==> config.mk <==
export PLATFORM = sky130hd
export DESIGN_NAME = cgb_pipe
export DESIGN_NICKNAME = d
export VERILOG_FILES = /design/src/design/cgb_pkg.sv /design/src/design/cgb_pipe.sv
export SDC_FILE = /design/constraint.sdc
export NUM_CORES = 1
export LEC_CHECK = 0
export BUFFER_PORTS_ARGS = -buffer_cell sky130_fd_sc_hd__clkbuf_2
export CAP_MARGIN = 30
export CORE_MARGIN = 2
export CORE_UTILIZATION = 45
export DETAILED_ROUTE_END_ITERATION = 7
export GPL_TIMING_DRIVEN = 0
export PLACE_DENSITY_LB_ADDON = 0.12
export SLEW_MARGIN = 20
export SYNTH_ARGS = -nofsm -noshare
export SYNTH_HDL_FRONTEND = slang
export SYNTH_SLANG_ARGS = --single-unit
==> constraint.sdc <==
create_clock -name clk -period 10.7 [get_ports clk]
set_clock_uncertainty 0.15 [all_clocks]
set_input_delay 1.07 -clock clk [delete_from_list [all_inputs] [get_ports clk]]
set_output_delay 1.07 -clock clk [all_outputs]
set_load 0.1 [all_outputs]
==> src/design/cgb_pkg.sv <==
// ----------------------------------------------------------------------------
// cgb_pkg: shared types and constants of the glyph blitter
// Field widths, register indexes, action codes and the row issue bundle.
// ----------------------------------------------------------------------------
package cgb_pkg;

  localparam int GLYPH_ROWS  = 16;
  localparam int GLYPH_COUNT = 256;
  localparam int MAX_RESULTS = 16;
  localparam int STORE_DEPTH = 4096;
  localparam int ADDR_W      = $clog2(STORE_DEPTH);
  localparam int ROW_W       = (GLYPH_ROWS > 1) ? $clog2(GLYPH_ROWS) : 1;
  localparam int CNT_W       = $clog2(MAX_RESULTS + 1);
  localparam int GLYPH_W     = 8;
  localparam int BYTE_W      = 8;
  localparam int POS_W       = 16;
  localparam int COLOR_W     = 32;
  localparam int IDX_W       = 32;
  localparam int CROP_W      = 15;
  localparam int PITCH_W     = 16;
  localparam int Y_W         = POS_W + 1;   // pos_y plus row offset
  localparam int CMP_W       = POS_W + 2;   // signed compare width
  localparam int CFG_IDX_W   = 3;

  localparam logic [PITCH_W-1:0] PITCH_RESET = PITCH_W'(640);

  typedef enum logic {
    ACT_LOAD = 1'b0,
    ACT_DRAW = 1'b1
  } action_t;

  typedef enum logic [CFG_IDX_W-1:0] {
    REG_CROP_LEFT   = 3'd0,
    REG_CROP_TOP    = 3'd1,
    REG_CROP_WIDTH  = 3'd2,
    REG_CROP_HEIGHT = 3'd3,
    REG_LINE_PITCH  = 3'd4
  } cfg_reg_t;

  // one glyph row handed from the sequencer to the row pipeline
  typedef struct packed {
    logic                valid;
    logic                last;
    logic [Y_W-1:0]      y;
    logic [7:0]          col_mask;
    logic [POS_W-1:0]    px;
    logic [COLOR_W-1:0]  color;
  } row_issue_t;

  function automatic logic [GLYPH_W-1:0] glyph_wrap(input logic [GLYPH_W-1:0] g);
    glyph_wrap = GLYPH_W'(g % GLYPH_COUNT);
  endfunction

endpackage

==> src/design/cgb_pipe.sv <==
// ----------------------------------------------------------------------------
// cgb_pipe: row pipeline
// Mask and row multiply, index add, output register; stalls as one.
// ----------------------------------------------------------------------------
module cgb_pipe import cgb_pkg::*; (
  input  logic                clk,
  input  logic                rst_n,
  input  row_issue_t          iss,
  input  logic [BYTE_W-1:0]   font_bits,
  input  logic [PITCH_W-1:0]  line_pitch,
  output logic                adv,
  output logic                out_valid,
  input  logic                out_ready,
  output logic [IDX_W-1:0]    out_frame_index,
  output logic [7:0]          out_pixel_mask,
  output logic [COLOR_W-1:0]  out_pixel_color,
  output logic                out_is_last
);

  localparam int PROD_W = Y_W + PITCH_W + 1;

  // stage 1: issued row, font byte arrives from the RAM
  logic                s1_valid_r;
  row_issue_t          s1_r;
  // stage 2: masked row, row product
  logic                s2_valid_r;
  logic [IDX_W-1:0]    s2_prod_r;
  logic [7:0]          s2_mask_r;
  logic [POS_W-1:0]    s2_px_r;
  logic [COLOR_W-1:0]  s2_color_r;
  logic                s2_last_r;
  // stage 3: output register
  logic                s3_valid_r;
  logic [IDX_W-1:0]    s3_idx_r;
  logic [7:0]          s3_mask_r;
  logic [COLOR_W-1:0]  s3_color_r;
  logic                s3_last_r;

  logic signed [PROD_W-1:0] prod;
  logic [IDX_W-1:0]         idx_nxt;

  assign adv = !s3_valid_r || out_ready;

  assign prod    = $signed(s1_r.y) * $signed({1'b0, line_pitch});
  assign idx_nxt = s2_prod_r + {{(IDX_W-POS_W){s2_px_r[POS_W-1]}}, s2_px_r};

  always_ff @(posedge clk) begin
    if (!rst_n) begin
      s1_valid_r <= 1'b0;
      s2_valid_r <= 1'b0;
      s3_valid_r <= 1'b0;
    end else if (adv) begin
      s1_valid_r <= iss.valid;
      s2_valid_r <= s1_valid_r;
      s3_valid_r <= s2_valid_r;
    end
  end

  always_ff @(posedge clk) begin
    if (adv) begin
      s1_r       <= iss;
      s2_prod_r  <= prod[IDX_W-1:0];
      s2_mask_r  <= font_bits & s1_r.col_mask;
      s2_px_r    <= s1_r.px;
      s2_color_r <= s1_r.color;
      s2_last_r  <= s1_r.last;
      s3_idx_r   <= idx_nxt;
      s3_mask_r  <= s2_mask_r;
      s3_color_r <= s2_color_r;
      s3_last_r  <= s2_last_r;
    end
  end

  assign out_valid       = s3_valid_r;
  assign out_frame_index = s3_idx_r;
  assign out_pixel_mask  = s3_mask_r;
  assign out_pixel_color = s3_color_r;
  assign out_is_last     = s3_last_r;

  a_stall_keeps_s2: assert property (@(posedge clk) disable iff (!rst_n)
    (s2_valid_r && !adv) |=> s2_valid_r)
    else $error("row lost in stage 2 during stall");

  a_stall_keeps_s1: assert property (@(posedge clk) disable iff (!rst_n)
    (s1_valid_r && !adv) |=> (s1_valid_r && $stable(s1_r)))
    else $error("row in stage 1 changed during stall");

endmodule

======== After elaboration in Yosys (flattened, before gate mapping) ========
Cells that the tools add are included.
word-level totals
  register bits ........................... 239
  bits of input ports ..................... 102
  RAM bits ................................ 0
  logic and storage cells ................. 22
  latch bits .............................. 0
  ROM bits ................................ 0
  output and inout port bits .............. 75
  memories ................................ 0
operators by class
  equal/unequal tests ..................... 0
  div/mod/pow operators ................... 0
  shift-type cells ........................ 0
  multiply operators ...................... 1
  bitwise operators ....................... 1
  magnitude comparators ................... 0
  reduce and logical (&&, ||, !) cells .... 2
  add/subtract/negate cells ............... 1
  mux-type cells .......................... 0
operator list
  cell              number
  $add 32x32->32    1
  $mul 17x17->32    1
  $and 8x8->8       1
  $logic_not 1->1   1
  $logic_or 1x1->1  1

======== Depth between registers and ports, before layout ========
  depth in word-level cells ............... 2
  mapped depth ............................ 24
  depth with buffers taken out ............ 23

======== Least setup slack after synthesis ========
No wires, ideal clock.
  path type ............................... input-to-output
  start ................................... in out_ready
  end ..................................... out adv
  setup slack ............................. 1.982 ns
  stages on the path ...................... 1
  arrival time ............................ 7.498 ns
  buffers on the path ..................... 0
  required time ........................... 9.480 ns
  cells stage by stage .................... nand2b_1
between the ends
  word-level cells in the longest chain between the ends .. 1
RTL lines
  item                line            text
  start: declaration  cgb_pipe.sv:13  input logic out_ready,
  $logic_or 1x1->1    cgb_pipe.sv:42  assign adv = !s3_valid_r || out_ready;
  end: declaration    cgb_pipe.sv:11  output logic adv,
Every way passes these cells.

======== Worst setup path in the final report ========
  start ................................... in line_pitch[9]
  end ..................................... reg s2_prod_r[28] (data pin)
between the ends
  word-level cells in the longest chain between the ends .. 1
RTL lines
  item                    line            text
  start: declaration      cgb_pipe.sv:10  input logic [PITCH_W-1:0] line_pitch,
  $mul 17x17->32          cgb_pipe.sv:44  assign prod = $signed(s1_r.y) * $signed({1'b0, line_pitch});
  named net prod[28]      cgb_pipe.sv:39  logic signed [PROD_W-1:0] prod;
  end signal: assignment  cgb_pipe.sv:62  s2_prod_r <= prod[IDX_W-1:0];
  end: declaration        cgb_pipe.sv:27  logic [IDX_W-1:0] s2_prod_r;
The timed path passes the listed nets, and every way through them passes these cells.
A chain may end at the register's enable or synchronous reset.

==> impl_metrics.tcl <==
set metrics [dict create \
    final_common_cell "inv_1" \
    num-fill-cells 3738 \
    rrSetupSlack_ns 3.54 \
    clkSinkCount 239 \
    syn-num-nets 2098 \
    outcome "completed" \
    cts_resized 0 \
    grt_pass1_vias 12500 \
    end_kind "register" \
    finalCritPeriodShare 0.700 \
    critPathSlowestCell "fa_1" \
    wl_per_cell_um 17.4 \
    detail_route.wirelength_um 41500 \
    max_slew.worst_pin.slew_ns 0.749 \
    overflow 0 \
    critical_path_class "input port to register" \
    max_freq_mhz 134 \
    r2r_end "s2_prod_r[28]$_DFFE_PP_" \
    design_area_sq_um 21600 \
    crit_chain "clkbuf_1 > clkbuf_1 > nand2_1 > fa_1 > inv_1 > fa_1 > inv_1 > fa_1 > inv_1 > fa_1 > fa_1 > inv_1 > fa_1 > inv_1 > ha_1 > a211oi_1 > nand4b_1 > o21ai_1 > o211ai_1 > and2_1 > a221oi_1 > nor2b_1 > xnor2_1" \
    ctsHoldBuffers 0 \
    synthFlopType "edfxtp_1" \
    dr_wl_met3_um 2410 \
    dr_wl_met2_um 18300 \
    fp.coreArea_sq_um 41800 \
    r2r_cells 22 \
    fin_crit_ns 7.49 \
    dpl.hpwl_um 33100 \
    ys_ff_latch 239 \
    wl_met1_um 19700 \
    viasPerCell 4.95 \
    clk-insertion-delay-late_ns 0.57 \
    die_area_sq_um 43800 \
    placed_area_sq_um 20600 \
    grt_pass1_wl_um 67500 \
    worst_setup_path_start_kind "input port" \
    clkTransAtPathRegs_ns 0.06 \
    rsz0062_at_grt "false" \
    drtIter0Drc 652 \
    setup-violations-final 0 \
    whs_ns 0.267 \
    whs_path_depth 0 \
    hold_end "out_pixel_color[10]$_DFFE_PP_" \
    synth_edf_count 236 \
    synthDistinctLibCells 59 \
    hp-class "register to register" \
    grt_usage 0.198 \
    worstHoldStart "s2_color_r[10]$_DFFE_PP_" \
    gp_congestion 0.925 \
    highest_layer "met4" \
    drive_above_1_share 0.132 \
    layout_common_cells "inv_1, fa_1, edfxtp_1" \
    stdcell_count 2382 \
    postRouteAntennaNets 0 \
    clockRootBuffer "clkbuf_16" \
    cts_tree "done" \
    vias 11800 \
    max_cap_viol_count 0 \
    synth_area_sq_um 19000 \
    route.detailed.drc 0 \
    critical_path_required_ns 10.86 \
    post_cts_buffers 0 \
    syn-instance-count 1615 \
    die_h_um 209 \
    placementRows 75 \
    yosys_warnings 0 \
    cts_buffers 27 \
    io_pins 177 \
    h-tree-depth 1 \
    r2r-start "s1_r[63]$_DFFE_PP_" \
    io_buffers 174 \
    seqCellArea_sq_um 7150 \
    critPathMaxFanout 10 \
    hold_violations 0 \
    fin_nets 2305 \
    die_w_um 209 \
    placed_cells 2332 \
    diodes 0 \
    async_flop_share 0 \
    antenna_found_initial 0 \
    clk_path_buf_depth 3 \
    syn_to_final_growth_pct 13.6 \
    synth_area_per_cell_sq_um 11.7 \
    slew_viol_final 0 \
    slowest_delay_ns 0.53 \
    fin_util 0.516 \
    start_util 0.454 \
    cp_common_cell "fa_1" \
    drtPass1Iterations 5 \
    worst_slew_margin_rel 0.494 \
    seq_area_frac_synth 0.377 \
    multi_input_area_sq_um 10400 \
    grt_max_degree 54 \
    cp.arrival_ns 7.65 \
]
-- synthesized netlist by cell type, types with 12 or more instances --
master      n  area share
o21a_1     15      0.0059
clkbuf_1   36      0.0071
fa_1      268        0.28
xnor2_1    49       0.023
a21oi_1    37      0.0098
and2_1    133       0.044
nor2_1     37      0.0073
inv_1     352       0.070
o21ai_0    26      0.0069
xor2_1     17      0.0078
ha_1      113       0.075
edfxtp_1  236        0.37
a21o_1     15      0.0059
nand2_1   162       0.032
nand3_1    12      0.0032
-- cells by family after synthesis --
logic type / Yosys count / synth area share
buffers and inverters: 389 / 0.0770
adder cells (fa/ha/maj): 381 / 0.357
XOR/XNOR: 66 / 0.0305
AO/OA/AOI/OAI: 157 / 0.0582
flip-flops: 239 / 0.377
AND/OR/NAND/NOR: 381 / 0.0994
multiplexers: 2 / 0.00106
-- stage by stage --
step | setup slack (ns) | TNS, ns
2_1_floorplan | 1.98 | 0
5_1_grt | 2.86 | 0
3_3_place_gp | -1.03 | -1.03
4_1_cts | 3.27 | 0
6_report | 3.21 | 0
3_5_place_dp | 2.63 | 0
-- state kept, by name, summed over array words and instances (netlist names) --
name,cells
s2_prod_r,32
out_frame_index,32
s2_last_r,1
out_pixel_mask,8
s1_r,74
s2_color_r,32
s2_px_r,16
s2_mask_r,8
out_is_last,1
out_pixel_color,32
out_valid,1
s1_valid_r,1
s2_valid_r,1
-- critical path: cells and delay by family --
kind                       cells  cell delay [ns]
adders and majority gates      7             3.32
AOI/OAI and AO/OA              4             1.27
buffers and inverters          7             1.21
and+or+nand+nor                4             0.68
xor gates and xnor gates       1             0.08
-- worst max path at each step --
stage,startpoint,to,slack (ns),depth (start not counted)
4_1_cts,line_pitch[9],s2_prod_r[28]$_DFFE_PP_,3.27,23
5_1_grt,line_pitch[9],s2_prod_r[28]$_DFFE_PP_,2.86,24
2_1_floorplan,out_ready,adv,1.98,1
3_5_place_dp,line_pitch[9],s2_prod_r[28]$_DFFE_PP_,2.63,23
3_3_place_gp,out_ready,adv,-1.03,3
6_report,line_pitch[9],s2_prod_r[28]$_DFFE_PP_,3.21,23
-- metal layers --
metal / vias up / GRT usage
met5: - / 0
met4: 0 / 0.0534
met3: 59 / 0.0322
met2: 327 / 0.313
met1: 5854 / 0.286
li1: 5539 / -
-- final cells by class --
cell class,instances,area share
Multi-Input combinational cell,987,0.481
Tap cell,539,0.0313
Timing Repair Buffer,178,0.0451
Inverter,352,0.0613
Clock buffer,31,0.0330
Sequential cell,239,0.331
Buffer,37,0.00644
Clock inverter,19,0.0103
Power is not shown: default switching activity piles up to over one toggle a cycle in this logic, so the estimate is an artifact.
