`src/design/cgb_pkg.sv`:
```
// ----------------------------------------------------------------------------
// cgb_pkg: shared types and constants of the glyph blitter
// Field widths, register indexes, action codes and the row issue bundle.
// ----------------------------------------------------------------------------
package cgb_pkg;

  localparam int GLYPH_ROWS  = 16;
  localparam int GLYPH_COUNT = 256;
  localparam int MAX_RESULTS = 16;
  localparam int STORE_DEPTH = 4096;
  localparam int ADDR_W      = $clog2(STORE_DEPTH);
  localparam int ROW_W       = (GLYPH_ROWS > 1) ? $clog2(GLYPH_ROWS) : 1;
  localparam int CNT_W       = $clog2(MAX_RESULTS + 1);
  localparam int GLYPH_W     = 8;
  localparam int BYTE_W      = 8;
  localparam int POS_W       = 16;
  localparam int COLOR_W     = 32;
  localparam int IDX_W       = 32;
  localparam int CROP_W      = 15;
  localparam int PITCH_W     = 16;
  localparam int Y_W         = POS_W + 1;   // pos_y plus row offset
  localparam int CMP_W       = POS_W + 2;   // signed compare width
  localparam int CFG_IDX_W   = 3;

  localparam logic [PITCH_W-1:0] PITCH_RESET = PITCH_W'(640);

  typedef enum logic {
    ACT_LOAD = 1'b0,
    ACT_DRAW = 1'b1
  } action_t;

  typedef enum logic [CFG_IDX_W-1:0] {
    REG_CROP_LEFT   = 3'd0,
    REG_CROP_TOP    = 3'd1,
    REG_CROP_WIDTH  = 3'd2,
    REG_CROP_HEIGHT = 3'd3,
    REG_LINE_PITCH  = 3'd4
  } cfg_reg_t;

  // one glyph row handed from the sequencer to the row pipeline
  typedef struct packed {
    logic                valid;
    logic                last;
    logic [Y_W-1:0]      y;
    logic [7:0]          col_mask;
    logic [POS_W-1:0]    px;
    logic [COLOR_W-1:0]  color;
  } row_issue_t;

  function automatic logic [GLYPH_W-1:0] glyph_wrap(input logic [GLYPH_W-1:0] g);
    glyph_wrap = GLYPH_W'(g % GLYPH_COUNT);
  endfunction

endpackage

```
`src/design/cgb_seq.sv`:
```
// ----------------------------------------------------------------------------
// cgb_seq: input sequencer
// Takes items, walks a draw glyph one row per cycle while the row pipeline advances, issues visible rows.
// ----------------------------------------------------------------------------
module cgb_seq import cgb_pkg::*; (
  input  logic                 clk,
  input  logic                 rst_n,
  input  logic                 in_valid,
  output logic                 in_ready,
  input  logic                 in_action,
  input  logic [GLYPH_W-1:0]   in_glyph_code,
  input  logic [POS_W-1:0]     in_pos_x,
  input  logic [POS_W-1:0]     in_pos_y,
  input  logic [COLOR_W-1:0]   in_color,
  input  logic [CROP_W-1:0]    crop_left,
  input  logic [CROP_W-1:0]    crop_top,
  input  logic [CROP_W-1:0]    crop_width,
  input  logic [CROP_W-1:0]    crop_height,
  input  logic                 adv,
  output row_issue_t           iss,
  output logic                 rd_en,
  output logic [ADDR_W-1:0]    rd_addr
);

  localparam int FA_W = GLYPH_W + ROW_W + ADDR_W;
  localparam logic [ROW_W-1:0] ROW_LAST = ROW_W'(GLYPH_ROWS - 1);
  localparam logic [CNT_W-1:0] CNT_LAST = CNT_W'(MAX_RESULTS - 1);

  logic                busy_r, busy_nxt;
  logic [ROW_W-1:0]    row_r, row_nxt;
  logic [CNT_W-1:0]    cnt_r, cnt_nxt;
  logic [GLYPH_W-1:0]  glyph_r;
  logic [POS_W-1:0]    px_r;
  logic [Y_W-1:0]      y_r, y_nxt;
  logic [COLOR_W-1:0]  color_r;

  logic                take;
  logic                step;
  logic signed [CMP_W-1:0] y_s, y1_s, ytop_s, yend_s, xl_s, xr_s;
  logic                vis;
  logic                last;
  logic [7:0]          col_mask;
  logic [FA_W-1:0]     fa;

  assign in_ready = !busy_r;
  assign take     = in_valid && in_ready && (in_action == ACT_DRAW);
  assign step     = busy_r && adv;

  assign y_s    = $signed({y_r[Y_W-1], y_r});
  assign y1_s   = y_s + CMP_W'(1);
  assign ytop_s = $signed(CMP_W'(crop_top));
  assign yend_s = $signed(CMP_W'({1'b0, crop_top} + {1'b0, crop_height}));
  assign xl_s   = $signed(CMP_W'(crop_left));
  assign xr_s   = $signed(CMP_W'({1'b0, crop_left} + {1'b0, crop_width}));

  assign vis  = (y_s >= ytop_s) && (y_s < yend_s);
  assign last = vis && ((row_r == ROW_LAST) || (y1_s >= yend_s) || (cnt_r == CNT_LAST));

  // horizontal crop: bit 7-j covers column pos_x+j
  always_comb begin
    logic signed [CMP_W-1:0] x;
    col_mask = '0;
    for (int j = 0; j < 8; j++) begin
      x = $signed({{2{px_r[POS_W-1]}}, px_r}) + CMP_W'(j);
      col_mask[7-j] = (x >= xl_s) && (x < xr_s);
    end
  end

  assign fa      = FA_W'(glyph_r) * FA_W'(GLYPH_ROWS) + FA_W'(row_r);
  assign rd_addr = fa[ADDR_W-1:0];
  assign rd_en   = adv;

  always_comb begin
    iss.valid    = step && vis;
    iss.last     = last;
    iss.y        = y_r;
    iss.col_mask = col_mask;
    iss.px       = px_r;
    iss.color    = color_r;
  end

  always_comb begin
    busy_nxt = busy_r;
    row_nxt  = row_r;
    cnt_nxt  = cnt_r;
    y_nxt    = y_r;
    if (take) begin
      busy_nxt = 1'b1;
      row_nxt  = '0;
      cnt_nxt  = '0;
      y_nxt    = {in_pos_y[POS_W-1], in_pos_y};
    end else if (step) begin
      row_nxt  = row_r + 1'b1;
      cnt_nxt  = cnt_r + CNT_W'(vis);
      y_nxt    = y_r + 1'b1;
      busy_nxt = !((row_r == ROW_LAST) || last);
    end
  end

  always_ff @(posedge clk) begin
    if (!rst_n) begin
      busy_r <= 1'b0;
    end else begin
      busy_r <= busy_nxt;
    end
  end

  always_ff @(posedge clk) begin
    row_r <= row_nxt;
    cnt_r <= cnt_nxt;
    y_r   <= y_nxt;
    if (take) begin
      glyph_r <= glyph_wrap(in_glyph_code);
      px_r    <= in_pos_x;
      color_r <= in_color;
    end
  end

  a_last_ends: assert property (@(posedge clk) disable iff (!rst_n)
    (step && last) |=> !busy_r)
    else $error("glyph walk continued past its last visible row");

  a_no_idle_issue: assert property (@(posedge clk) disable iff (!rst_n)
    !busy_r |-> !iss.valid)
    else $error("row issued while sequencer idle");

  a_draw_starts: assert property (@(posedge clk) disable iff (!rst_n)
    take |=> (busy_r && (row_r == '0) && (cnt_r == '0)))
    else $error("draw item did not start a glyph walk");

endmodule

```
`config.mk`:
```
export PLATFORM = sky130hd
export DESIGN_NAME = cgb_seq
export DESIGN_NICKNAME = d
export VERILOG_FILES = /design/src/design/cgb_pkg.sv /design/src/design/cgb_seq.sv
export SDC_FILE = /design/constraint.sdc
export NUM_CORES = 1
export LEC_CHECK = 0
export ABC_AREA = 1
export BUFFER_PORTS_ARGS = -buffer_cell sky130_fd_sc_hd__buf_2
export CAP_MARGIN = 20
export CORE_MARGIN = 10
export CORE_UTILIZATION = 59
export DETAILED_ROUTE_END_ITERATION = 7
export PLACE_DENSITY = 0.85
export SETUP_SLACK_MARGIN = 0.02
export SLEW_MARGIN = 20
export SYNTH_ARGS = -nofsm -noshare
export SYNTH_HDL_FRONTEND = slang
export SYNTH_SLANG_ARGS = --single-unit
```
`constraint.sdc`:
```
create_clock -name clk -period 4 [get_ports clk]
set_input_delay 0.2 -clock clk [delete_from_list [all_inputs] [get_ports clk]]
set_output_delay 0.2 -clock clk [all_outputs]
set_load 0.05 [all_outputs]
```
Yosys cells after proc, flatten, opt, wreduce, memory -nomap -nowiden
Index checks and enable logic that the tools add are counted.

Multiply operators: 0. Reduce and logical (&&, ||, !) cells: 20. Multiplexer cells: 4. Eq/ne operators: 2. Shift-type cells: 0. $lt $le $gt $ge: 19. Add/sub/neg operators: 14. Divide/modulo/power cells: 0. Bitwise logic cells: 0.

Operators with widths (count): >= comparator 17 x 16 -> 1 bit (8); < comparator 17 bit (8); adder 16 x 4 -> 17 bit, second input constant (4); adder 16 x 3 -> 17 bit, second input constant (2); 2-to-1 mux 17 bit (2); adder 15 x 15 -> 16 bit (2); adder 17 x 2 -> 18 bit, second input constant (1); >= comparator 18 x 17 -> 1 bit (1); adder 16 x 2 -> 17 bit, second input constant (1); adder 17 x 1 -> 17 bit, second input constant (1); < comparator 16 x 17 -> 1 bit (1); >= comparator 16 bit (1); logical AND 1 bit (14); adder 12 x 4 -> 12 bit (1); adder 5 x 1 -> 5 bit (1); equality test 5 x 4 -> 1 bit, second input constant (1); adder 4 x 1 -> 4 bit, second input constant (1); equality test 4 bit, second input constant (1); logical OR 1 bit (3); logical NOT 1 bit (2); 2-to-1 mux 1 bit (2); nonzero test 2 bit (1).

Output and inout port bits: 89. Bits in registers: 83. RAM bits: 0. Latch bits: 0. Memories kept: 0. Logic and storage cells: 66. Memory bits (read-only): 0. Bits of input ports: 137.

Logic depth before layout (Yosys ltp)
Depth after elaboration: 9. Depth in mapped cells: 29.

Worst setup path after synthesis
No wires, ideal clock.

Path type: register -> output. Start point: register px_r[2]. End point: output port iss[53] in the netlist's numbering. Stages on the path, launching flop included: 16. Required time: 3800 ps. Path slack: -211 ps. Arrival time: 4011 ps. Path through: edfxtp_1 -> ha_1 -> inv_1 -> nor2_1 -> inv_1 -> nor2_1 -> xor2_1 -> nand2_1 -> o21ai_0 -> ha_1 -> nand2_1 -> or4_1 -> o211ai_1 -> a21oi_1 -> a211oi_1 -> a21boi_1.

RTL lines: from (decl) (line cgb_seq.sv:33) `logic [POS_W-1:0] px_r;`; from (signal assigned) (line cgb_seq.sv:114) `px_r <= in_pos_x;`; to (decl) (line cgb_seq.sv:20) `output row_issue_t iss,`.

==> flow_summary.json <==
{
  "design_area_um2": 14900,
  "fp.dieH_um": 165,
  "critPathMaxFanout": 14,
  "period_needed_ns": 3.91,
  "clockRootBuffer": "clkbuf_16",
  "synth-async-reset-ratio_pct": 0,
  "finalSetupViolations": 0,
  "drv.max_cap_violation_count": 0,
  "cts_sinks": 83,
  "gp_congestion": 1.00,
  "grt_pass1_wl_um": 67400,
  "maxSlewHeadroom_pct": 36.5,
  "cts.htree.levels": 3,
  "crit_top_cell": "nand2_1",
  "cpPeakStageDelay_ns": 0.41,
  "vias": 12800,
  "hold_buffers": 0,
  "grt_setup_unrepaired": "yes",
  "yosysWarningCount": 0,
  "path_delay_family": "simple AND/OR/NAND/NOR gates",
  "syn_nets": 2075,
  "power.density_nw_per_um2": 276,
  "dp_hpwl_um": 35900,
  "period_share_pct": 97.8,
  "worstSetupPathType": "register to primary output",
  "syn_to_final_growth_pct": 19.9,
  "grt_overflow": 0,
  "row_count": 52,
  "grt_max_degree": 86,
  "start_util_pct": 60.7,
  "cts_tree": "done",
  "path_cells": "buf_4, ha_1, nand2_1, nor2_1, xor2_1, ha_1, nand2_1, nor2_1, nor2_1, o21ai_0, nand2_1, nand3_1, nand2_1, a211o_1, a21oi_2, buf_6",
  "final_layout_size_suffix_gt1_share_pct": 19.8,
  "hold_viol_final": 0,
  "synth_edf_count": 73,
  "ys_ff_latch": 83,
  "status": "finished, final reports clean",
  "synth.avg_cell_area_um2": 7.60,
  "cp-end-kind": "primary output",
  "netlist_instances": 1630,
  "wl_um": 43500,
  "skew_ns": 0.0131,
  "core-area_um2": 20400,
  "crit_required_ns": 3.80,
  "io_pins": 226,
  "critPathBufInv": 2,
  "dieWidth_um": 165,
  "drtPass1Iterations": 5,
  "clk_pin_slew_ns": 0.08,
  "cts_inserted_buffers": 9,
  "port_buffers": 225,
  "hold_path_class": "primary input to register",
  "startpoint_type": "register",
  "cp.arrival_ns": 3.71,
  "grt.total_usage_pct": 31.3,
  "worstMarginPinSlew_ns": 0.952,
  "max_freq_mhz": 256,
  "layout.nets": 2361,
  "drc": 0,
  "drt_iter0_drc": 1058,
  "ys_seq_area_share_pct": 19.3,
  "cp_slowest_cell": "edfxtp_1",
  "clk_latency_ns": 0.35,
  "placed_cell_area_um2": 14100,
  "whs_ns": 0.0179,
  "ant_nets": 0,
  "synthFlopType": "edfxtp_1",
  "via_per_inst": 5.84,
  "clock_path_buffers": 2,
  "leakage_nw": 7.63,
  "antenna_found_initial": 4,
  "dieArea_um2": 27200,
  "grt_pass1_vias": 13100,
  "slew_violations": 0,
  "wire_per_inst_um": 19.8,
  "yosysUniqueCellTypes": 52,
  "netlist_area_um2": 12400,
  "vdd.ir_drop.worst_uv": 341
}
==> Yosys cell counts, types with 8 or more instances <==
master	instances	area (µm²)
nand2_1	324	1220
ha_1	306	3830
inv_1	198	743
a21oi_1	147	736
nor2_1	138	518
xor2_1	101	885
edfxtp_1	73	2190
o21ai_0	72	360
nand3_1	52	260
nor3_1	32	160
nand4_1	30	188
a211oi_1	13	97.6
dfxtp_1	10	200
xnor2_1	10	87.6
a21o_1	9	67.6
nor4_1	9	56.3
o211ai_1	9	67.6
o21bai_1	9	67.6
o21a_1	8	60.1
==> layer usage <==
metal / vias up / GRT usage [%] / share of wire (%)
li1: 6176 / - / -
met1: 5935 / 34.9 / 38
met2: 575 / 54.8 / 48
met3: 126 / 6.92 / 9.0
met4: 2 / 16.4 / 5.1
met5: - / 0 / 0.016
==> repair_timing <==
action                                  4_1_cts  5_1_grt
endpoints found under the setup margin        8       11
buffers inserted                              0       23
pin swaps                                     0        6
resized for setup                            11       64
endpoints found under the hold margin         0        0
==> worst reg2reg max path, cell delays in order (launching register included) <==
cell and delay, ns:
edfxtp_1 0.40, ha_2 0.21, nand2_1 0.09, nor2_4 0.16
nand2_1 0.11, nor3_2 0.17, xor2_1 0.26, inv_1 0.09
ha_1 0.28, nand2_1 0.06, nor2_1 0.14, nand2_1 0.08
o21ai_1 0.12, nor2_1 0.06, nand2_1 0.08, nand2_1 0.06
nor2_1 0.10, nand2_1 0.05, nand2_1 0.07, nand2_1 0.06
nand2_1 0.06, nand2_1 0.04, nand2_1 0.05, nand2_1 0.06
nand2_1 0.07, nand2_2 0.06, nand2_2 0.07, a21oi_2 0.05
==> state kept, by name, summed over array words and instances (netlist names) <==
name,flops
cnt_r,5
y_r,17
busy_r,1
px_r,16
row_r,4
glyph_r,8
color_r,32
==> final cells by class <==
| cell class | instances | area [µm²] |
|---|---|---|
| antenna | 2 | 5.00 |
| clock inverter | 7 | 70.1 |
| timing repair buffer | 293 | 1690 |
| multi-input combinational | 1324 | 9370 |
| fill | 1613 | 5570 |
| tap | 270 | 338 |
| clock buffer | 9 | 225 |
| sequential | 83 | 2390 |
| inverter | 205 | 772 |
==> cells in the final DEF (no fill, tap or decap), types with 8 or more instances in the layout <==
master	count
nor2_1	128
buf_4	70
o21a_1	8
dfxtp_1	10
a21o_1	9
nor3_1	26
ha_1	300
nand3_1	52
xnor2_1	10
edfxtp_1	73
a211oi_1	13
clkbuf_16	9
nand2_1	322
inv_1	197
a21oi_1	142
nor2_2	8
o211ai_1	9
nand4_1	30
nand2_2	8
o21ai_0	65
o21ai_1	10
xor2_1	93
buf_2	215
==> report_power, final <==
part | leakage, nW | switching (W) | internal [W]
logic | 6.72 | 0.00140 | 0.000799
registers | 0.764 | 0.0000531 | 0.00100
clock network | 0.141 | 0.000407 | 0.000438
total | 7.63 | 0.00186 | 0.00224
==> per-stage QoR <==
| step | std cells | utilization [%] | TNS [ns] | setup WS [ns] | total power (W) |
|---|---|---|---|---|---|
| finish | 2193 | 72.7 | 0 | 0.0898 | 0.00410 |
| global route | 2193 | 72.7 | -0.126 | -0.0467 | 0.00440 |
| CTS | 2168 | 70.8 | 0 | 0.0254 | 0.00399 |
| detailed placement | 2152 | 69.1 | -1.66 | -0.298 | 0.00313 |
| global placement | 2152 | 69.1 | -1.22 | -0.240 | 0.00305 |
| floorplan | 1630 | - | 0 | 0.0822 | 0.00249 |
==> worst paths after layout <==
path / startpoint / to / slack [ns] / cells past startpoint
worst max-delay path: px_r[1] / iss[54] / 0.09 / 16
worst min-delay path: in_pos_x[0] / px_r[0] / 0.02 / 1
worst max register to register: y_r[0] / busy_r / 0.78 / 27
worst min register to register: cnt_r[4] / cnt_r[4] / 0.46 / 1
==> cell families after synthesis <==
| group | synth area share [%] |
|---|---|
| XOR/XNOR | 7.84 |
| AO/OA/AOI/OAI | 13.7 |
| adder cells (fa/ha/maj) | 31.2 |
| AND/OR/NAND/NOR | 20.9 |
| flip-flops | 19.3 |
| buffers and inverters | 7.01 |
Power figures use the tool's default switching activity.
